==> config.mk <==
export PLATFORM = sky130hd
export DESIGN_NAME = ascii_length_prefixed_deframer_top
export DESIGN_NICKNAME = d
export VERILOG_FILES = /design/src/hw/rtl/alpd_pkg.sv /design/src/hw/rtl/alpd_cfg.sv /design/src/hw/rtl/alpd_core.sv /design/src/hw/rtl/alpd_out_buf.sv /design/src/hw/rtl/ascii_length_prefixed_deframer_top.sv
export SDC_FILE = /design/constraint.sdc
export NUM_CORES = 1
export LEC_CHECK = 0
export ABC_AREA = 0
export ABC_CLOCK_PERIOD_IN_PS = 11800
export BUFFER_PORTS_ARGS = -buffer_cell sky130_fd_sc_hd__buf_2
export CAP_MARGIN = 10
export CORE_ASPECT_RATIO = 1.25
export CORE_MARGIN = 8
export CORE_UTILIZATION = 60
export DETAILED_ROUTE_END_ITERATION = 6
export PLACE_DENSITY = 0.79
export SYNTH_ARGS = -nofsm -noshare
export SYNTH_HDL_FRONTEND = slang
export SYNTH_SLANG_ARGS = --single-unit
==> constraint.sdc <==
create_clock -name clk -period 11.8 [get_ports clk]
set_input_delay 1.18 -clock clk [delete_from_list [all_inputs] [get_ports clk]]
set_output_delay 1.18 -clock clk [all_outputs]
set_load 0.05 [all_outputs]
==> src/hw/rtl/alpd_pkg.sv <==
`timescale 1ns / 1ps
`default_nettype none
// ----------------------------------------------------------------------------
// alpd_pkg: shared types and constants for the length-prefixed deframer
// Register indexes, config and result records, ASCII codes and widths.
// ----------------------------------------------------------------------------
package alpd_pkg;

    // Field and counter widths
    localparam int BYTE_W     = 8;
    localparam int HDR_W      = 16;
    localparam int OFS_W      = 16;
    localparam int DIG_W      = 4;
    localparam int ACC_W      = 34;
    localparam int SEEN_W     = 36;
    localparam int CFG_IDX_W  = 8;
    localparam int CFG_DATA_W = 16;
    localparam int TDATA_IN_W = 8;
    localparam int TDATA_W    = 48;
    localparam int TUSER_W    = 2;

    // Length field can never be wider than this
    localparam logic [DIG_W-1:0] MAX_LENGTH_DIGITS = 4'd10;

    // Default width of the header length register
    localparam int HEADER_COUNT_BITS_DEF = 16;

    // Register reset values
    localparam logic [HDR_W-1:0] HDR_LEN_RST    = 16'd8;
    localparam logic [OFS_W-1:0] LEN_OFS_RST    = 16'd1;
    localparam logic [DIG_W-1:0] LEN_DIGITS_RST = 4'd8;
    localparam logic             LEN_MODE_RST   = 1'b0;

    // Byte counter ceiling
    localparam logic [SEEN_W-1:0] SEEN_MAX = {SEEN_W{1'b1}};

    // ASCII codes
    localparam logic [BYTE_W-1:0] CH_ZERO  = 8'h30;
    localparam logic [BYTE_W-1:0] CH_NINE  = 8'h39;
    localparam logic [BYTE_W-1:0] CH_SPACE = 8'h20;
    localparam logic [BYTE_W-1:0] CH_TAB   = 8'h09;
    localparam logic [BYTE_W-1:0] CH_CR    = 8'h0D;

    // Configuration register indexes
    typedef enum logic [CFG_IDX_W-1:0] {
        REG_HEADER_LEN    = 8'd0,
        REG_LENGTH_OFFSET = 8'd1,
        REG_LENGTH_DIGITS = 8'd2,
        REG_LENGTH_MODE   = 8'd3
    } reg_idx_t;

    // Frame phase
    typedef enum logic {
        PH_HEADER = 1'b0,
        PH_BODY   = 1'b1
    } phase_t;

    // Current register values
    typedef struct packed {
        logic [HDR_W-1:0] header_len;
        logic [OFS_W-1:0] length_offset;
        logic [DIG_W-1:0] length_digits;
        logic             length_mode;
    } cfg_t;

    // One result word
    typedef struct packed {
        logic [ACC_W-1:0]  frame_length;
        logic              frame_error;
        logic              frame_done;
        logic              in_body;
        logic [BYTE_W-1:0] byte_out;
    } result_t;

    // Decimal digit test
    function automatic logic is_digit(input logic [BYTE_W-1:0] b);
        return (b >= CH_ZERO) && (b <= CH_NINE);
    endfunction

    // Whitespace as skipped before the first digit
    function automatic logic is_blank(input logic [BYTE_W-1:0] b);
        return (b == CH_SPACE) || ((b >= CH_TAB) && (b <= CH_CR));
    endfunction

endpackage : alpd_pkg
`default_nettype wire

==> src/hw/rtl/alpd_cfg.sv <==
`timescale 1ns / 1ps
`default_nettype none
// ----------------------------------------------------------------------------
// alpd_cfg: configuration registers
// Decodes the write channel and holds the four framing registers.
// ----------------------------------------------------------------------------
module alpd_cfg #(
    parameter int HEADER_COUNT_BITS = alpd_pkg::HEADER_COUNT_BITS_DEF
) (
    input  wire logic                            clk,
    input  wire logic                            rst_n,
    input  wire logic                            cfg_valid,
    output logic                                 cfg_ready,
    input  wire logic [alpd_pkg::CFG_IDX_W-1:0]  cfg_index,
    input  wire logic [alpd_pkg::CFG_DATA_W-1:0] cfg_data,
    output alpd_pkg::cfg_t                       cfg
);
    import alpd_pkg::*;

    // Header length register keeps at most HEADER_COUNT_BITS bits
    localparam int HLEN_W = (HEADER_COUNT_BITS < HDR_W) ? HEADER_COUNT_BITS : HDR_W;

    logic [HLEN_W-1:0] header_len_reg;
    logic [OFS_W-1:0]  length_offset_reg;
    logic [DIG_W-1:0]  length_digits_reg;
    logic              length_mode_reg;
    logic              wr_en;

    assign cfg_ready = 1'b1;
    assign wr_en     = cfg_valid & cfg_ready;

    // Register writes
    always_ff @(posedge clk or negedge rst_n)
    begin
        if (!rst_n)
        begin
            header_len_reg    <= HLEN_W'(HDR_LEN_RST);
            length_offset_reg <= LEN_OFS_RST;
            length_digits_reg <= LEN_DIGITS_RST;
            length_mode_reg   <= LEN_MODE_RST;
        end
        else if (wr_en)
        begin
            case (cfg_index)
                REG_HEADER_LEN:    header_len_reg    <= cfg_data[HLEN_W-1:0];
                REG_LENGTH_OFFSET: length_offset_reg <= cfg_data[OFS_W-1:0];
                REG_LENGTH_DIGITS: length_digits_reg <= cfg_data[DIG_W-1:0];
                REG_LENGTH_MODE:   length_mode_reg   <= cfg_data[0];
                default: ;
            endcase
        end
    end

    // Present the register set
    always_comb
    begin
        cfg.header_len    = HDR_W'(header_len_reg);
        cfg.length_offset = length_offset_reg;
        cfg.length_digits = length_digits_reg;
        cfg.length_mode   = length_mode_reg;
    end

endmodule : alpd_cfg
`default_nettype wire

==> src/hw/rtl/alpd_core.sv <==
`timescale 1ns / 1ps
`default_nettype none
// ----------------------------------------------------------------------------
// alpd_core: frame tracker and length decoder
// Counts bytes, decodes the ASCII length field and flags frame end or error.
// ----------------------------------------------------------------------------
module alpd_core (
    input  wire logic                        clk,
    input  wire logic                        rst_n,
    input  wire alpd_pkg::cfg_t              cfg,
    input  wire logic                        in_fire,
    input  wire logic [alpd_pkg::BYTE_W-1:0] in_byte,
    output alpd_pkg::result_t                res
);
    import alpd_pkg::*;

    phase_t            phase_reg, phase_next;
    logic [SEEN_W-1:0] seen_reg, seen_next;
    logic [ACC_W-1:0]  acc_reg, acc_next;
    logic              stopped_reg, stopped_next;
    logic              started_reg, started_next;

    logic [HDR_W-1:0]  hlen;
    logic [DIG_W-1:0]  nd;
    logic [SEEN_W-1:0] seen_inc;
    logic [OFS_W:0]    win_end;
    logic              in_win;
    logic              take;
    logic              ch_digit;
    logic [ACC_W-1:0]  acc_x10;
    logic [ACC_W-1:0]  acc_new;
    logic              stopped_new;
    logic              started_new;
    logic              header_end;
    logic              check;
    logic signed [SEEN_W:0] diff_m0;
    logic signed [SEEN_W:0] acc_ext;
    logic              eq_hit;
    logic              gt_hit;
    logic              done;
    logic              err;

    // Effective register values
    assign hlen = (cfg.header_len == '0) ? HDR_W'(1) : cfg.header_len;
    assign nd   = (cfg.length_digits > MAX_LENGTH_DIGITS) ? MAX_LENGTH_DIGITS
                                                          : cfg.length_digits;

    // Saturating byte count including this byte
    assign seen_inc = (seen_reg != SEEN_MAX) ? seen_reg + SEEN_W'(1) : seen_reg;

    // Is this byte inside the length field
    assign win_end = {1'b0, cfg.length_offset} + (OFS_W+1)'(nd);
    assign in_win  = (phase_reg == PH_HEADER)
                   && (seen_inc >= SEEN_W'(cfg.length_offset))
                   && (seen_inc < SEEN_W'(win_end));
    assign take    = in_win && !stopped_reg;

    // Digit accumulate: acc*10 + digit, kept to ACC_W bits
    assign ch_digit = is_digit(in_byte);
    assign acc_x10  = {acc_reg[ACC_W-4:0], 3'b000} + {acc_reg[ACC_W-2:0], 1'b0};

    always_comb
    begin
        acc_new     = acc_reg;
        stopped_new = stopped_reg;
        started_new = started_reg;
        if (take)
        begin
            if (ch_digit)
            begin
                acc_new     = acc_x10 + ACC_W'(in_byte[3:0]);
                started_new = 1'b1;
            end
            else if (!(!started_reg && is_blank(in_byte)))
            begin
                stopped_new = 1'b1;
            end
        end
    end

    // Header end and completion check
    assign header_end = (phase_reg == PH_HEADER) && (seen_inc >= SEEN_W'(hlen));
    assign check      = header_end || (phase_reg == PH_BODY);

    // Mode 0 compares seen - hlen against the length, mode 1 seen directly
    assign diff_m0 = $signed({1'b0, seen_inc}) - $signed((SEEN_W+1)'(hlen));
    assign acc_ext = $signed((SEEN_W+1)'(acc_new));

    always_comb
    begin
        if (cfg.length_mode)
        begin
            eq_hit = (seen_inc == SEEN_W'(acc_new));
            gt_hit = (seen_inc > SEEN_W'(acc_new));
        end
        else
        begin
            eq_hit = (diff_m0 == acc_ext);
            gt_hit = (diff_m0 > acc_ext);
        end
    end

    assign done = check && eq_hit;
    assign err  = check && gt_hit;

    // Next phase
    always_comb
    begin
        phase_next = phase_reg;
        if (done || err)
            phase_next = PH_HEADER;
        else if (header_end)
            phase_next = PH_BODY;
    end

    // Next counters and decoder flags; rearm on frame end
    always_comb
    begin
        if (done || err)
        begin
            seen_next    = '0;
            acc_next     = '0;
            stopped_next = 1'b0;
            started_next = 1'b0;
        end
        else
        begin
            seen_next    = seen_inc;
            acc_next     = acc_new;
            stopped_next = stopped_new;
            started_next = started_new;
        end
    end

    // State registers advance on each accepted word
    always_ff @(posedge clk or negedge rst_n)
    begin
        if (!rst_n)
        begin
            phase_reg   <= PH_HEADER;
            seen_reg    <= '0;
            acc_reg     <= '0;
            stopped_reg <= 1'b0;
            started_reg <= 1'b0;
        end
        else if (in_fire)
        begin
            phase_reg   <= phase_next;
            seen_reg    <= seen_next;
            acc_reg     <= acc_next;
            stopped_reg <= stopped_next;
            started_reg <= started_next;
        end
    end

    // Result word for this byte
    always_comb
    begin
        res.byte_out     = in_byte;
        res.in_body      = (phase_reg == PH_BODY);
        res.frame_done   = done;
        res.frame_error  = err && !done;
        res.frame_length = check ? acc_new : '0;
    end

endmodule : alpd_core
`default_nettype wire

==> src/hw/rtl/alpd_out_buf.sv <==
`timescale 1ns / 1ps
`default_nettype none
// ----------------------------------------------------------------------------
// alpd_out_buf: two-entry result buffer
// Registers result words; ready stays high while one word waits downstream.
// ----------------------------------------------------------------------------
module alpd_out_buf (
    input  wire logic              clk,
    input  wire logic              rst_n,
    input  wire logic              push,
    input  wire alpd_pkg::result_t push_data,
    output logic                   not_full,
    output logic                   out_valid,
    input  wire logic              out_ready,
    output alpd_pkg::result_t      out_data
);
    import alpd_pkg::*;

    result_t    slot_reg [2];
    logic       wr_ptr_reg, wr_ptr_next;
    logic       rd_ptr_reg, rd_ptr_next;
    logic [1:0] cnt_reg, cnt_next;
    logic       pop;

    assign not_full  = (cnt_reg != 2'd2);
    assign out_valid = (cnt_reg != 2'd0);
    assign out_data  = slot_reg[rd_ptr_reg];
    assign pop       = out_valid && out_ready;

    // Pointer and fill bookkeeping
    always_comb
    begin
        wr_ptr_next = push ? ~wr_ptr_reg : wr_ptr_reg;
        rd_ptr_next = pop ? ~rd_ptr_reg : rd_ptr_reg;
        cnt_next    = cnt_reg + {1'b0, push} - {1'b0, pop};
    end

    always_ff @(posedge clk or negedge rst_n)
    begin
        if (!rst_n)
        begin
            wr_ptr_reg <= 1'b0;
            rd_ptr_reg <= 1'b0;
            cnt_reg    <= 2'd0;
        end
        else
        begin
            wr_ptr_reg <= wr_ptr_next;
            rd_ptr_reg <= rd_ptr_next;
            cnt_reg    <= cnt_next;
        end
    end

    // Payload storage
    always_ff @(posedge clk)
    begin
        if (push)
            slot_reg[wr_ptr_reg] <= push_data;
    end

endmodule : alpd_out_buf
`default_nettype wire

==> src/hw/rtl/ascii_length_prefixed_deframer_top.sv <==
`timescale 1ns / 1ps
`default_nettype none
// Each byte's result word is registered in the result buffer as it is taken.
// Throughput: one byte per cycle while the result buffer has room; the
// per-byte decode (multiply by ten, add, compare against the byte count) sits
// between the frame state and the two-entry result buffer.
// Reset: rst_n clears the frame state and the result buffer and loads the
// register defaults (header 8, offset 1, digits 8, body-length mode).
// ----------------------------------------------------------------------------
// ascii_length_prefixed_deframer_top: length-prefixed response deframer
// Tags each byte as header or body, decodes the ASCII length and marks the
// word that completes a frame or the header end that overruns it.
// ----------------------------------------------------------------------------
module ascii_length_prefixed_deframer_top #(
    parameter int HEADER_COUNT_BITS = alpd_pkg::HEADER_COUNT_BITS_DEF
) (
    input  wire logic                            clk,
    input  wire logic                            rst_n,
    // Input byte stream
    input  wire logic                            s_tvalid,
    output logic                                 s_tready,
    input  wire logic [alpd_pkg::TDATA_IN_W-1:0] s_tdata,  // [7:0] byte_value
    // Result stream
    output logic                                 m_tvalid,
    input  wire logic                            m_tready,
    output logic [alpd_pkg::TDATA_W-1:0]         m_tdata,  // [7:0] byte_out,
                                                           // [41:8] frame_length
    output logic [alpd_pkg::TUSER_W-1:0]         m_tuser,  // [0] in_body,
                                                           // [1] frame_error
    output logic                                 m_tlast,  // frame_done
    // Configuration writes
    input  wire logic                            cfg_valid,
    output logic                                 cfg_ready,
    input  wire logic [alpd_pkg::CFG_IDX_W-1:0]  cfg_index,
    input  wire logic [alpd_pkg::CFG_DATA_W-1:0] cfg_data
);
    import alpd_pkg::*;

    cfg_t    cfg;
    result_t core_res;
    result_t out_res;
    logic    buf_not_full;
    logic    in_fire;

    assign s_tready = buf_not_full;
    assign in_fire  = s_tvalid && s_tready;

    // Register file
    alpd_cfg #(
        .HEADER_COUNT_BITS (HEADER_COUNT_BITS)
    ) u_cfg (
        .clk       (clk),
        .rst_n     (rst_n),
        .cfg_valid (cfg_valid),
        .cfg_ready (cfg_ready),
        .cfg_index (cfg_index),
        .cfg_data  (cfg_data),
        .cfg       (cfg)
    );

    // Frame tracking and length decode
    alpd_core u_core (
        .clk     (clk),
        .rst_n   (rst_n),
        .cfg     (cfg),
        .in_fire (in_fire),
        .in_byte (s_tdata[BYTE_W-1:0]),
        .res     (core_res)
    );

    // Result register with skid entry
    alpd_out_buf u_out_buf (
        .clk       (clk),
        .rst_n     (rst_n),
        .push      (in_fire),
        .push_data (core_res),
        .not_full  (buf_not_full),
        .out_valid (m_tvalid),
        .out_ready (m_tready),
        .out_data  (out_res)
    );

    // Pack the result word
    always_comb
    begin
        m_tdata = {{(TDATA_W-ACC_W-BYTE_W){1'b0}}, out_res.frame_length, out_res.byte_out};
        m_tuser = {out_res.frame_error, out_res.in_body};
        m_tlast = out_res.frame_done;
    end

endmodule : ascii_length_prefixed_deframer_top
`default_nettype wire
# Word level (Yosys, flattened, before mapping)
# Memory sizes are Yosys's and may differ from the RTL's.
# Cells that the tools add are included.
[totals]
word_cells = 95
output_inout_bits = 54
mem_count = 1
inputBits = 37
register_bits = 114
mem_bits_rw = 90
[memory_table]
columns = ["name", "words", "word_bits", "read_ports", "rd_ports_with_merged_regs", "wr", "line_no", "rtl"]
rows = [
  ["u_out_buf.slot_reg", 2, 45, 1, 0, 1, "alpd_out_buf.sv:19", "result_t slot_reg [2];"],
]
[op_classes]
n_addsub = 7
n_reduce_logical = 31
mux = 21
magnitude_cmp = 10
bitwise_logic = 3
n_eq_ne = 10
[op_table]
columns = ["operator", "n"]
rows = [
  ["$mux 34", 4],
  ["$ge 36x16->1", 2],
  ["$mux 36", 2],
  ["$eq 37x35->1", 1],
  ["$gt 37x35->1", 1],
  ["$sub 36x16->37", 1],
  ["$add 36x1->36 const B", 1],
  ["$eq 36x34->1", 1],
  ["$gt 36x34->1", 1],
  ["$lt 36x17->1", 1],
  ["$ne 36x36->1 const B", 1],
  ["$add 34x34->34", 1],
  ["$add 34x4->34", 1],
  ["$add 16x4->17", 1],
  ["$eq 8x2->1 const B", 2],
  ["$logic_not 16->1", 1],
  ["$mux 16", 1],
  ["$mux 1", 13],
  ["$logic_and 1x1->1", 12],
  ["$reduce_and 2->1", 5],
  ["$eq 8x1->1 const B", 1],
  ["$eq 8x6->1 const B", 1],
  ["$ge 8x4->1 const B", 1],
  ["$ge 8x6->1 const B", 1],
  ["14 further kinds", 25],
]

# Longest topological paths before layout
# Gate-level depths: netlist of run 1.
[logic_depth]
depth_word = 13
depth_mapped = 40
ltp_nobuf = 36

# By module
# A second synthesis of run 1 with hierarchy kept.
[hier_totals]
cells_unflattened = 1595
hier_area_um2 = 16246.8
[by_module_without_submodules]
columns = ["mod", "n_inst", "seq_area_each_um2", "cells_per_inst", "area_per_inst_um2"]
rows = [
  ["alpd_core", 1, 1826.8, 1344, 11013.1],
  ["alpd_out_buf", 1, 2802.7, 157, 3644.7],
  ["alpd_cfg", 1, 929.6, 86, 1534.0],
  ["ascii_length_prefixed_deframer_top", 1, 0.0, 8, 55.1],
]

# Worst setup path after synthesis of run 1
# No wires, ideal clock.
[synth_path]
path_type = "flip-flop to flip-flop"
startpoint = "reg u_cfg.length_digits_reg[2]"
endpoint = "reg u_core.seen_reg[0]"
arrival_ps = 7753
setup_time_ps = 83
path_stages_with_launch = 40
setup_slack_ps = 3964
synth_period_minus_slack_ps = 7836
cell_sequence = "dfrtp_1 > o21ai_0 > and2_1 > ha_1 > inv_1 > fa_1 > nor2b_1 > o21ai_0 > nand2b_1 > and3_1 > and3_1 > and3_1 > nand3_1 > nor3_1 > nand3_1 > ha_1 > a2111oi_0 > o21ai_0 > [... 4 more ...] > nor3_2 > clkbuf_1 > mux2i_1 > ha_1 > a21o_1 > a21o_1 > a21o_1 > a21o_1 > a21o_1 > a21o_1 > a31oi_1 > and4b_1 > nor4b_1 > a2111o_1 > nand4_2 > buf_4 > or3_1 > o21ai_0"
[synth_via]
elab_chain_cells = 12
word_cells_on_any_way = 17
cone_classes = "add/sub (1); order compare (4); eq/ne (2); mux (5); reduce/logical (5)"
[synth_lines]
columns = ["element", "line_no", "rtl"]
rows = [
  ["start: declaration", "alpd_cfg.sv:25", "logic [DIG_W-1:0] length_digits_reg;"],
  ["start signal: assignment", "alpd_cfg.sv:47", "REG_LENGTH_DIGITS: length_digits_reg <= cfg_data[DIG_W-1:0];"],
  ["$gt 4x4->1", "alpd_core.sv:45", "assign nd = (cfg.length_digits > MAX_LENGTH_DIGITS) ? MAX_LENGTH_DIGITS"],
  ["$mux 4 *", "alpd_core.sv:45", ""],
  ["$add 16x4->17 *", "alpd_core.sv:52", "assign win_end = {1'b0, cfg.length_offset} + (OFS_W+1)'(nd);"],
  ["$lt 36x17->1 *", "alpd_core.sv:55", "&& (seen_inc < SEEN_W'(win_end));"],
  ["$logic_and 1x1->1 *", "alpd_core.sv:55", ""],
  ["$logic_and 1x1->1 *", "alpd_core.sv:56", "assign take = in_win && !stopped_reg;"],
  ["$mux 34 *", "alpd_core.sv:67", "if (take)"],
  ["$gt 37x35->1, or another cell as far along", "alpd_core.sv:99", "gt_hit = (diff_m0 > acc_ext);"],
  ["$mux 1", "alpd_core.sv:91", "if (cfg.length_mode)"],
  ["$logic_and 1x1->1 (on tied branches)", "alpd_core.sv:104, alpd_core.sv:103", ""],
  ["$logic_or 1x1->1 *", "alpd_core.sv:119", "if (done || err)"],
  ["$mux 36 *", "alpd_core.sv:119", ""],
  ["end signal: assignment", "alpd_core.sv:149", "seen_reg <= seen_next;"],
  ["end: declaration", "alpd_core.sv:18", "logic [SEEN_W-1:0] seen_reg, seen_next;"],
]
# Every way passes the cells marked *; elsewhere a longest branch is shown, timed or not.
# A chain may end at the register's enable or synchronous reset.

# Final worst setup path of run 1
[layout_path]
startpoint = "reg u_core.seen_reg[27]"
endpoint = "reg u_core.acc_reg[3]"
[layout_via]
elab_chain_cells = 12
word_cells_on_any_way = 23
cone_classes = "add/sub (2); order compare (5); eq/ne (3); mux (5); reduce/logical (8)"
[layout_lines]
columns = ["element", "line_no", "rtl"]
rows = [
  ["$add 36x1->36 or $ne 36x36->1 (tied branches)", "alpd_core.sv:49", "assign seen_inc = (seen_reg != SEEN_MAX) ? seen_reg + SEEN_W'(1) : seen_reg;"],
  ["$mux 36 *", "alpd_core.sv:49", ""],
  ["$ge 36x16->1", "alpd_core.sv:54", "&& (seen_inc >= SEEN_W'(cfg.length_offset))"],
  ["$logic_and 1x1->1", "alpd_core.sv:54", ""],
  ["$logic_and 1x1->1", "alpd_core.sv:55", ""],
  ["$logic_and 1x1->1", "alpd_core.sv:56", ""],
  ["$mux 34", "alpd_core.sv:67", ""],
  ["$gt 37x35->1, or another cell as far along", "alpd_core.sv:99", ""],
  ["$mux 1", "alpd_core.sv:91", ""],
  ["$logic_and 1x1->1 (on tied branches)", "alpd_core.sv:104, alpd_core.sv:103", ""],
  ["$logic_or 1x1->1", "alpd_core.sv:119", ""],
  ["$mux 34 *", "alpd_core.sv:119", ""],
  ["end signal: assignment", "alpd_core.sv:150", "acc_reg <= acc_next;"],
  ["end: declaration", "alpd_core.sv:19", "logic [ACC_W-1:0] acc_reg, acc_next;"],
]
# Marked as above.

==> results of run 1 <==
routing by layer:
layer  part of all wire  up-vias
met4              0.039        0
li1                   -     6022
met5                  0        -
met2               0.50      413
met1               0.41     6116
met3              0.055      106
through the flow:
step | instances | total power, mW
6_report | 2034 | 2.66
5_1_grt | 2034 | 2.80
4_1_cts | 2034 | 2.68
3_5_place_dp | 1994 | 2.01
3_3_place_gp | 1994 | 1.99
2_1_floorplan | 1622 | 1.78
worst register-to-register path, delay by kind of cell (launching register included):
| kind | cells | cell delay, ps |
|---|---|---|
| AO/OA/AOI/OAI | 14 | 2920 |
| XOR/XNOR | 1 | 370 |
| adder cells (fa/ha/maj) | 2 | 700 |
| buffers and inverters | 3 | 880 |
| flip-flops | 1 | 520 |
| multiplexers | 1 | 510 |
| AND/OR/NAND/NOR | 11 | 4110 |
how the worst max path moves through the flow:
stage | end | cells past startpoint
5_1_grt | u_core.acc_reg[3]$_DFFE_PN0P_ | 38
4_1_cts | u_core.acc_reg[3]$_DFFE_PN0P_ | 32
3_5_place_dp | u_core.acc_reg[3]$_DFFE_PN0P_ | 32
6_report | u_core.acc_reg[3]$_DFFE_PN0P_ | 32
2_1_floorplan | u_core.seen_reg[0]$_DFFE_PN0P_ | 39
3_3_place_gp | u_core.acc_reg[3]$_DFFE_PN0P_ | 38
layout by cell type (no fill, tap or decap), types with 16 or more instances in the layout:
master and instances:
sky130_fd_sc_hd__mux2i_1 36, sky130_fd_sc_hd__nand2b_1 17, sky130_fd_sc_hd__nand4_1 33, sky130_fd_sc_hd__mux2_2 67, sky130_fd_sc_hd__a21oi_1 74, sky130_fd_sc_hd__buf_4 18
sky130_fd_sc_hd__nor2_1 88, sky130_fd_sc_hd__o21ai_0 67, sky130_fd_sc_hd__dfrtp_1 110, sky130_fd_sc_hd__and2_1 16, sky130_fd_sc_hd__nor2b_1 16, sky130_fd_sc_hd__a21o_1 54
sky130_fd_sc_hd__edfxtp_1 90, sky130_fd_sc_hd__nand3_1 46, sky130_fd_sc_hd__a21oi_2 27, sky130_fd_sc_hd__xor2_1 24, sky130_fd_sc_hd__inv_1 71, sky130_fd_sc_hd__nand2_1 189
sky130_fd_sc_hd__and3_1 25, sky130_fd_sc_hd__ha_1 181, sky130_fd_sc_hd__nor3_1 26, sky130_fd_sc_hd__buf_2 82, sky130_fd_sc_hd__clkbuf_16 23, sky130_fd_sc_hd__o31ai_1 19
sky130_fd_sc_hd__xnor2_1 80
power by group:
group,leakage (nW),switching (mW),internal (mW)
clock network,0.337,0.293,0.374
registers,2.35,0.0738,0.858
logic,5.31,0.736,0.330
cells by family (layout without fill, tap and decap cells):
kind of cell / count (synthesis) / in the layout / synth area share
multiplexers: 103 / 103 / 0.0714
AND/OR/NAND/NOR: 547 / 547 / 0.179
other: 2 / 7 / 0.000481
XOR/XNOR: 104 / 104 / 0.0583
adder cells (fa/ha/maj): 185 / 185 / 0.150
buffers and inverters: 140 / 212 / 0.0422
AO/OA/AOI/OAI: 332 / 332 / 0.143
flip-flops: 204 / 204 / 0.356
final cells by class:
type                       instances  share of cell area
multi-input combinational       1278               0.557
sequential                       204               0.328
clock buffer                      30              0.0367
timing repair buffer             100              0.0322
tap                              340              0.0251
inverter                          72              0.0159
clock inverter                    10             0.00472
==> results.md, run 1 <==
Placement:
- Summed over all nets, the half-perimeter wirelength after detailed placement is 30700 um.
- The count of input and output buffers is 83.
- The congestion estimate from routability-driven global placement came to 0.996.
- Summing all placed instances gives a cell area of 0.0163 mm2.
- OpenSTA, run right after detailed placement, puts the worst setup slack at 2050 ps.

CTS:
- The clock buffer count from CTS is 22.
- The maximum count of clock buffers along a single path is 3.
- TritonCTS built the clock tree.
- After clock tree synthesis, the flow added hold-fix buffers numbering 0.
- After clock tree synthesis, the clock-pin slew on the worst setup and hold paths is 60 ps.
- Post-CTS timing repair inserted 0 buffers for setup.
- At the later pin of the worst-skew pair, clock insertion delay measures 520 ps.
- The clock sink total is 204.
- The number of gates resized after cts is 0.
- In this run the number of H-tree levels came out at 1.
- The tree is rooted in a sky130_fd_sc_hd__clkbuf_16.

Logic synthesis:
- A synthesized cell averages 9.66 um2.
- In the synthesized netlist, the cells that appear most often are sky130_fd_sc_hd__nand2_1 (190), sky130_fd_sc_hd__ha_1 (181), sky130_fd_sc_hd__dfrtp_1 (111).
- Of all cell types, the one taking the most synthesized area is sky130_fd_sc_hd__dfrtp_1.
- The most frequent cell after synthesis is sky130_fd_sc_hd__nand2_1.
- The async set-reset flop share out of synthesis is 0.559.
- Yosys printed 0 warnings.
- Of the post-synthesis cell area, the dominant cell type holds 0.178.
- The count of distinct cell types in the synthesized netlist is 84.
- In the post-synthesis netlist, the biggest area contributors are sky130_fd_sc_hd__dfrtp_1 (18%), sky130_fd_sc_hd__edfxtp_1 (17%), sky130_fd_sc_hd__ha_1 (14%), sky130_fd_sc_hd__mux2_2 (4.8%), sky130_fd_sc_hd__nand2_1 (4.6%).
- The post-synthesis cell count is 1617.
- The area of the mapped netlist is 0.0156 mm2.
- The share of the yosys chip area belonging to registers is 0.356.
- The post-synthesis sequential element count is 204.
- Yosys mapped a number of flops with a built-in enable equal to 90.
- The dominant register cell in the synthesized netlist is sky130_fd_sc_hd__dfrtp_1.

Floorplan:
- The boundary pin count is 91.
- The initial cell density of the core is 0.604.
- The die width is 160 um.
- The number of placement rows is 66.
- The floorplan die height is 196 um.
- The die outline area is 0.0315 mm2.
- The core footprint is 0.0258 mm2.

Timing:
- The number of max-slew violations in the final report is 0.
- Based on the critical path, the design can be clocked at up to 99.0 MHz.
- The final period utilization is 0.856.
- On the final layout, the worst clock skew is 14.4 ps.
- On the final layout, the worst hold slack is 496 ps.
- The slew at the pin closest to its max-slew limit is 1120 ps.
- The time the worst path needs with I/O delays and setup is 10100 ps.
- Setup violations remaining at the end of the flow were counted as 0.
- Setup repair after global routing left no endpoint under its margin.
- Headroom to the max-slew limit came out at 0.254.
- The count of endpoints failing hold in the final timing report is 0.
- The worst setup slack after layout is 1700 ps.
- The summed negative setup slack over all endpoints is 0 ps.

Outcome:
- The run finished with clean final reports.

Global routing:
- The first global-routing pass estimated 65200 um of wire.
- Summed over all layers, the global routing overflow is 0.
- The largest net degree at the start of global routing is 64.
- The met3 layer usage reported by global route is 0.0338.
- The overall routing resource usage is 0.250.
- The global-route layer with the greatest usage is met2.
- In the global route stage, met1 resource usage came out at 0.302.
- The via count of the first global-routing pass is 12800.
- The number of antenna violations at the first check in global routing is 0.
- For this run, global-route usage on met2 was measured as 0.444.

Drt:
- The violation count after the first detailed-route iteration is 913.
- The average detailed-routed wire length per instance is 19.7 um.
- The final routed DRC violation total is 0.
- In this run the remaining antenna-violating nets after routing total 0.
- The number of vias after detailed routing is 12700.
- The first detailed-routing pass took 5 iterations.
- The ratio of routed vias to standard cells is 6.22.
- The final wirelength is 40100 um.

Pwr:
- IR analysis of the VDD net gives a maximum drop of 0.000137 V.
- The leakage component of the power is 8.00 nW.
- In this run the power density over the cells is 157 mW/mm2.

Worst setup path:
- The worst setup path is captured at a register.
- For the worst setup path, the data required time is 12220 ps.
- The launching point of the worst reg2reg path is u_core.seen_reg[27]$_DFFE_PN0P_.
- The most frequent cell on the critical path is sky130_fd_sc_hd__a21o_1.
- The worst reg2reg path endpoint is u_core.acc_reg[3]$_DFFE_PN0P_.
- The start-to-end type of the worst setup path is reg2reg.
- The setup check on the worst reg-to-reg path leaves a slack of 1700 ps.
- STA classifies the critical path startpoint as a register.
- For the worst flop-to-flop path, the logic depth is 32.
- Among cell families on the critical path, the largest total delay comes from simple AND/OR/NAND/NOR gates.
- The delay of the slowest cell on the worst path is 880 ps.
- In this run the worst path has a maximum fanout of 38.
- For this design, the slowest cell found on the critical path is sky130_fd_sc_hd__nor3_4.
- The number of buffer and inverter stages on the critical path is 3.
- In this run the worst setup path begins at u_core.seen_reg[27]$_DFFE_PN0P_.
- Data on the critical path arrives at its endpoint at 10520 ps.

Cells and area:
- The count of antenna diodes in the layout is 0.
- In the final layout, the share of cells above drive strength 1 is 0.156.
- Summing all flip-flop and latch instances after layout gives 0.00556 mm2.
- The layout has 2039 filler cells.
- The area growth from synthesis to layout is 8.50%.
- The final instance area is 0.0170 mm2.
- The number of flip-flops under the largest register name is 90.
- For this run, the share of the core covered by cells in the final layout is 0.656.
- The total number of nets in the final design is 1900.
- Summing all multi-input logic gate instances after layout gives 0.00945 mm2.

Hold path:
- The launch point of the worst hold path is u_out_buf.cnt_reg[1]$_DFF_PN0_.
- The classification of the worst-slack hold path is reg2reg.
- Counting instances, the worst hold path has a depth of 1.
- The path with the worst hold slack has its endpoint at u_out_buf.cnt_reg[1]$_DFF_PN0_.

Flow run:
- The number of violations of the max-capacitance limit is 0.
(Power assumes the default switching activity.)
==> run 2: changes to the inputs <==
- MAX_ROUTING_LAYER: unset -> met4
==> run 2 against run 1 <==
  * Sequential share of layout area barely moved
  * Hold slack improved by 21 ps
  * Critical path depth did not move
  * Final area barely moved
  * Routed wire length rose by 1.9%
  * Power rose by 1.8%
  * Clock power rose by 5.4%
  * Utilization barely moved
  * Fmax rose by 8.2%
  * Clock skew rose by 5.5 ps
==> results.md, run 2 (synthesized netlist as in run 1, its figures left out) <==
Outcome:
- The flow ran to the end, and the final reports show no timing, DRC or antenna violations.

Timing:
- The time the worst path needs with I/O delays and setup is 9330 ps (-767 ps).
- The count of endpoints failing hold in the final timing report was 0 (unchanged).
- The summed negative setup slack over all endpoints is 0 ps (unchanged).
- The normalized max-slew margin came to 0.254 (-0.000494).
- The slew at the pin closest to its max-slew limit is 1120 ps (+4.36 ps).
- The fmax is 107 MHz (+8.2%).
- The count of final setup violators is 0 (unchanged).
- The worst hold slack is 517 ps (+21.4 ps).
- The number of max-slew violations in the final report is 0 (unchanged).
- The final setup skew was 20.0 ps (+5.54 ps).
- Setup repair after global routing left no endpoint under its margin.
- The final period utilization is 0.791 (-0.0650).

Pwr:
- The worst voltage drop across the vdd grid was 0.000139 V (+1.3%).
- The power density over the cells is 160 mW/mm2 (+1.7%).
- The leakage component of the power is 7.99 nW (about the same).

CTS:
- The hold-fix buffer count after cts was 0 (unchanged).
- The clock latency of the later-clocked register in the worst-skew pair is 530 ps (about the same).
- The clock tree from TritonCTS is yes.
- The clock buffer count from CTS was 23 (+4.5%).
- The clock sink total is 204 (unchanged).
- The clock edge transition at the registers on the reported setup and hold paths is 70 ps (about the same).
- The root buffer cell chosen for the clock tree is sky130_fd_sc_hd__clkbuf_16.
- The number of gates resized after cts came to 0 (unchanged).
- The maximum count of clock buffers along a single path is 3 (unchanged).
- The number of H-tree levels is 1 (unchanged).
- The post-CTS repair timing setup buffer count is 0 (unchanged).

Global routing:
- The largest net degree at the start of global routing is 65 (+1.6%).
- The number of antenna violations at the first check in global routing is 0 (unchanged).
- The overall routing resource usage is 0.264 (+0.0142).
- The first-pass GRT wire length is 66200 um (+1.6%).
- The via count of the first global-routing pass is 13000 (+1.4%).
- The total congestion overflow is 0 (unchanged).

Worst setup path:
- STA classifies the critical path startpoint as a register.
- By startpoint and endpoint, the worst setup path is classified as reg2reg.
- The critical path starts at u_core.seen_reg[27]$_DFFE_PN0P_.
- The slowest cell on the critical path is sky130_fd_sc_hd__dfrtp_1.
- The arrival time reported for the critical path endpoint is 9760 ps (-760 ps).
- The delay of the slowest cell on the worst path is 520 ps (-360 ps).
- The data required time of the worst path is 12220 ps (about the same).
- The worst setup path is captured at a register.
- The most frequent cell on the critical path is sky130_fd_sc_hd__a21o_1.
- The worst register-to-register path begins at u_core.seen_reg[27]$_DFFE_PN0P_.
- The worst-path maximum fanout is 38 (unchanged).

Placement:
- The final RePlAce weighted congestion is 1.04 (+4.6%).
- The HPWL after detailed placement is 31200 um (+1.7%).
- The count of input and output buffers is 83 (unchanged).
- The number of placed cells counting well taps came to 1991 (-0.15%).

Floorplan:
- The boundary pin count is 91 (unchanged).
- The die outline area is 0.0315 mm2 (unchanged).
- The floorplan die height was 196 um (unchanged).
- The initial cell density of the core was 0.604 (unchanged).
- The core footprint is 0.0258 mm2 (unchanged).
- The die width is 160 um (unchanged).
- The number of placement rows is 66 (unchanged).

Cells and area:
- The most common cell after layout, fill and taps aside is sky130_fd_sc_hd__nand2_1.
- The final standard cell utilization of the core is 0.656 (about the same).
- The number of flip-flops under the largest register name is 90 (unchanged).
- In the layout the commonest cells are sky130_fd_sc_hd__nand2_1 (189), sky130_fd_sc_hd__ha_1 (181), sky130_fd_sc_hd__dfrtp_1 (110), sky130_fd_sc_hd__edfxtp_1 (90), sky130_fd_sc_hd__nor2_1 (88).
- The total of fill cells in the finished design was 2021 (-0.88%).
- The total number of nets in the final design is 1898 (-0.11%).
- The area growth from synthesis to layout is 8.56% (about the same).
- The count of antenna diodes in the layout was 0 (unchanged).
- The layout cell share with drive strength beyond 1 is 0.153 (-0.00345).
- The post-route non-filler standard cell count was 2033 (-0.049%).

Drt:
- The ratio of routed vias to standard cells is 6.24 (+0.24%).
- The final routed DRC violation total is 0 (unchanged).
- The number of vias after detailed routing is 12700 (+0.19%).
- The final wirelength is 40900 um (+1.9%).
- The detailed-router iteration count before antenna repair is 6 (+1).
- The remaining antenna violation count after routing is 0 (unchanged).
- The average detailed-routed wire length per instance came to 20.1 um (+2.0%).
- The violation count after the first detailed-route iteration is 833 (-8.8%).

Hold path:
- The startpoint identified for the worst hold timing path is u_out_buf.cnt_reg[1]$_DFF_PN0_.
- The tightest min-delay check is of the reg2reg type.

Flow run:
- The number of violations of the max-capacitance limit is 0 (unchanged).
==> run 2: area by class of cell <==
cell class,count,area [um2],share of cell area
Multi-Input combinational cell,1278,9450,0.557
Timing Repair Buffer,97,523,0.0308
Clock buffer,29,598,0.0353
Tap cell,340,425,0.0251
Sequential cell,204,5560,0.328
Clock inverter,13,130,0.00767
Inverter,72,270,0.0159
==> run 2: stage by stage <==
| step | worst slack, ps | area (um2) | power, mW |
|---|---|---|---|
| 2_1_floorplan | 3960 | 15600 | 1.78 |
| 3_3_place_gp | 2860 | 16200 | 2.00 |
| 3_5_place_dp | 2660 | 16200 | 2.02 |
| 4_1_cts | 2610 | 17000 | 2.73 |
| 5_1_grt | 1890 | 17000 | 2.84 |
| 6_report | 2470 | 17000 | 2.71 |
==> run 2: power breakdown <==
part / leakage [nW] / total (mW) / switching [mW] / internal [mW]
registers: 2.35 / 0.934 / 0.0756 / 0.858
logic: 5.29 / 1.07 / 0.746 / 0.328
clock network: 0.347 / 0.703 / 0.297 / 0.406
total: 7.99 / 2.71 / 1.12 / 1.59
==> run 2: worst paths after layout <==
| kind | end | slack, ps | depth (start not counted) |
|---|---|---|---|
| max in group asynchronous | u_out_buf.rd_ptr_reg$_DFFE_PN0P_ | 9730 | 2 |
| setup reg to reg | u_core.acc_reg[3]$_DFFE_PN0P_ | 2470 | 32 |
| setup / recovery | u_core.acc_reg[3]$_DFFE_PN0P_ | 2470 | 32 |
| hold / removal | u_out_buf.cnt_reg[1]$_DFF_PN0_ | 520 | 1 |
| min in group asynchronous | u_core.seen_reg[11]$_DFFE_PN0P_ | 690 | 1 |
| hold reg to reg | u_out_buf.cnt_reg[1]$_DFF_PN0_ | 520 | 1 |
==> run 2: critical path: cells and delay by family (launching register included) <==
family,cells,cell delay [ps]
buffers and inverters,3,960
AOI/OAI and AO/OA,14,2840
xor gates and xnor gates,1,440
and+or+nand+nor,11,3250
muxes,1,440
adders and majority gates,2,710
DFF,1,520
==> run 2: layer usage <==
| metal | global-route usage | part of all wire | up-vias | routed length, um |
|---|---|---|---|---|
| met4 | 0.115 | 0.043 | 0 | 1760 |
| met1 | 0.300 | 0.40 | 6134 | 16300 |
| li1 | - | - | 6014 | - |
| met2 | 0.464 | 0.51 | 425 | 20700 |
| met5 | - | 0 | - | 0 |
| met3 | 0.0334 | 0.052 | 108 | 2110 |
==> run 3: changes to the inputs <==
- ABC_CLOCK_PERIOD_IN_PS: 11800 -> 9380
- clock period: 11.8 -> 9.38 ns (I/O delays scaled with it)
==> run 3 against run 2 <==
  * Clock skew up 0.61 ps
  * Die area unchanged
  * Cell count up 1.3%
  * Sequential cell count unchanged
  * Power up 27%
  * Largest cell class unchanged
==> results.md, run 3 (synthesized netlist as in run 1, its figures left out) <==
Global routing:
- The overall routing resource usage is 0.267 (+0.00312).
- met2 is the most crowded layer.
- The number of antenna violations at the first check in global routing came to 0 (unchanged).
- The total congestion overflow is 0 (unchanged).
- The first-pass GRT wire length is 67000 um (+1.2%).
- The met3 layer usage reported by global route was 0.0361 (+0.00271).
- The via count of the first global-routing pass is 12800 (-1.1%).
- The met2 usage in global routing came to 0.466 (+0.00141).
- The largest net degree at the start of global routing is 71 (+9.2%).
- The fraction of met1 tracks used by global routing is 0.306 (+0.00609).

Floorplan:
- The die outline area is 0.0315 mm2 (unchanged).
- The core footprint is 0.0258 mm2 (unchanged).
- The die width was 160 um (unchanged).
- The boundary pin count is 91 (unchanged).
- The number of placement rows was 66 (unchanged).
- The floorplan die height was 196 um (unchanged).
- The initial cell density of the core is 0.604 (unchanged).

Cells and area:
- The number of flip-flops under the largest register name is 90 (unchanged).
- The count of antenna diodes in the layout came to 0 (unchanged).
- The total of fill cells in the finished design is 2036 (+0.74%).
- In the layout the commonest cells are sky130_fd_sc_hd__nand2_1 (189), sky130_fd_sc_hd__ha_1 (181), sky130_fd_sc_hd__dfrtp_1 (110), sky130_fd_sc_hd__edfxtp_1 (90), sky130_fd_sc_hd__nor2_1 (88).
- The layout cell share with drive strength beyond 1 was 0.170 (+0.0175).
- The multi-input combinational cell area is 0.00945 mm2 (about the same).
- The flip-flop and latch area is 0.00556 mm2 (unchanged).
- The total number of nets in the final design is 1924 (+1.4%).
- The most common cell after layout, fill and taps aside is sky130_fd_sc_hd__nand2_1.
- From synthesis to final layout, the design area changed by 10.2%.

Placement:
- The pre-CTS worst setup slack is 960 ps (-1700 ps).
- The count of input and output buffers is 83 (unchanged).
- The HPWL after detailed placement is 32100 um (+2.7%).
- The final RePlAce weighted congestion is 0.980 (-5.9%).

Timing:
- Setup repair after global routing left no endpoint under its margin.
- The summed negative setup slack over all endpoints is 0 ps (unchanged).
- The fmax was 115 MHz (+7.1%).
- The worst setup slack after layout came to 670 ps (-1800 ps).
- The normalized max-slew margin is 0.236 (-0.0177).
- The time the worst path needs with I/O delays and setup is 8710 ps (-622 ps).
- The count of endpoints failing hold in the final timing report is 0 (unchanged).
- The slew at the pin closest to its max-slew limit is 1120 ps (-2.36 ps).
- The count of final setup violators is 0 (unchanged).
- The final setup skew is 20.6 ps (+0.610 ps).
- The final period utilization is 0.929 (+0.138).
- The number of max-slew violations in the final report is 0 (unchanged).

Worst setup path:
- In this run the critical register-to-register path is launched from u_core.seen_reg[27]$_DFFE_PN0P_.
- The critical path ends at u_core.seen_reg[0]$_DFFE_PN0P_.
- In this run the critical register-to-register path is captured at u_core.seen_reg[0]$_DFFE_PN0P_.
- The delay of the slowest cell on the worst path came to 580 ps (+60 ps).
- The capturing element type of the critical path is a register.
- The data required time of the worst path was 9820 ps (-2400 ps).
- The path depth of the worst reg2reg path was 34 (+6.3%).
- The reg-to-reg setup timing slack is 670 ps (-1800 ps).
- The most critical setup path has its startpoint at u_core.seen_reg[27]$_DFFE_PN0P_.
- The setup path with the least slack is of type reg2reg.
- The worst-path maximum fanout is 37 (-2.6%).
- The arrival time reported for the critical path endpoint was 9150 ps (-610 ps).
- The slowest cell on the critical path is sky130_fd_sc_hd__a2111oi_0.
- The startpoint type of the worst setup path is a register.

Drt:
- The final routed DRC violation total is 0 (unchanged).
- The final wirelength was 41300 um (+1.2%).
- The average detailed-routed wire length per instance is 20.1 um (-0.11%).
- The remaining antenna violation count after routing is 0 (unchanged).
- The violation count after the first detailed-route iteration is 749 (-10%).
- The detailed-router iteration count before antenna repair is 5 (-1).
- The ratio of routed vias to standard cells is 6.21 (-0.47%).
- The number of vias after detailed routing is 12800 (+0.80%).

Pwr:
- The sequential cell fraction of total power is 0.340 (-0.004).
- The combinational share of power is 0.396 (about the same).
- The worst voltage drop across the vdd grid came to 0.000160 V (+16%).
- The cell-internal power came to 2.05 mW (+29%).
- The clock share of power was 0.264 (+0.005).
- The fraction of power spent switching nets is 0.407 (-0.00566).
- The leakage component of the power is 8.14 nW (+1.9%).
- The net switching power was 1.41 mW (+26%).
- The power density over the cells came to 201 mW/mm2 (+25%).

CTS:
- The clock edge transition at the registers on the reported setup and hold paths came to 70 ps (about the same).
- The number of gates resized after cts is 0 (unchanged).
- The tree is rooted in a sky130_fd_sc_hd__clkbuf_16.
- TritonCTS built the clock tree.
- The post-CTS repair timing setup buffer count is 0 (unchanged).
- The hold-fix buffer count after cts was 0 (unchanged).
- The clock sink total is 204 (unchanged).
- The maximum count of clock buffers along a single path is 3 (unchanged).
- The clock latency of the later-clocked register in the worst-skew pair is 530 ps (about the same).
- The clock buffer count from CTS was 23 (unchanged).
- The number of H-tree levels came to 1 (unchanged).

Hold path:
- The path class of the tightest hold or removal check is reg2reg.

Outcome:
- The run finished with clean final reports.

Flow run:
- The number of violations of the max-capacitance limit is 0 (unchanged).
==> run 3: metrics by stage <==
| stage | hold slack (ps) | total power [mW] | instances | util | area, um2 |
|---|---|---|---|---|---|
| floorplan | 457 | 2.24 | 1622 | - | 15600 |
| global placement | 483 | 2.52 | 2017 | 0.636 | 16400 |
| detailed placement | 482 | 2.55 | 2017 | 0.636 | 16400 |
| CTS | 492 | 3.47 | 2059 | 0.666 | 17200 |
| global route | 516 | 3.62 | 2059 | 0.666 | 17200 |
| finish | 495 | 3.45 | 2059 | 0.666 | 17200 |
==> run 3: worst min path at each step <==
stage	startpoint	end	slack [ps]	cells after the start
3_5_place_dp	u_out_buf.cnt_reg[1]$_DFF_PN0_	u_out_buf.cnt_reg[1]$_DFF_PN0_	480	1
4_1_cts	u_out_buf.cnt_reg[1]$_DFF_PN0_	u_out_buf.cnt_reg[1]$_DFF_PN0_	490	1
3_3_place_gp	u_out_buf.cnt_reg[1]$_DFF_PN0_	u_out_buf.cnt_reg[1]$_DFF_PN0_	480	1
5_1_grt	u_out_buf.cnt_reg[1]$_DFF_PN0_	u_out_buf.cnt_reg[1]$_DFF_PN0_	520	1
2_1_floorplan	u_core.stopped_reg$_DFFE_PN0P_	u_core.stopped_reg$_DFFE_PN0P_	460	2
6_report	u_out_buf.cnt_reg[1]$_DFF_PN0_	u_out_buf.cnt_reg[1]$_DFF_PN0_	500	1
==> run 3: power groups by stage <==
stage | logic (mW) | registers [mW] | clock network [mW]
detailed placement | 1.36 | 1.19 | 0
global placement | 1.34 | 1.18 | 0
floorplan | 1.11 | 1.13 | 0
global route | 1.48 | 1.19 | 0.961
finish | 1.37 | 1.17 | 0.912
CTS | 1.37 | 1.18 | 0.926
==> run 3: routing by layer <==
layer | up-vias | wire length, um
li1 | 6079 | -
met5 | - | 0
met1 | 6181 | 16900
met3 | 113 | 2120
met4 | 0 | 1770
met2 | 410 | 20500
==> run 3: layout make-up <==
| class | count | area share |
|---|---|---|
| Tap cell | 340 | 0.0247 |
| Multi-Input combinational cell | 1278 | 0.549 |
| Sequential cell | 204 | 0.323 |
| Timing Repair Buffer | 123 | 0.0431 |
| Clock buffer | 31 | 0.0394 |
| Inverter | 72 | 0.0157 |
| Clock inverter | 11 | 0.00567 |
==> run 3: critical path, delay by kind of cell (launching register included) <==
family	cells	cell delay, ps
AOI/OAI and AO/OA	10	2460
adders and majority gates	2	660
and+or+nand+nor	16	3620
xor gates and xnor gates	2	540
buffers and inverters	4	800
DFF	1	510
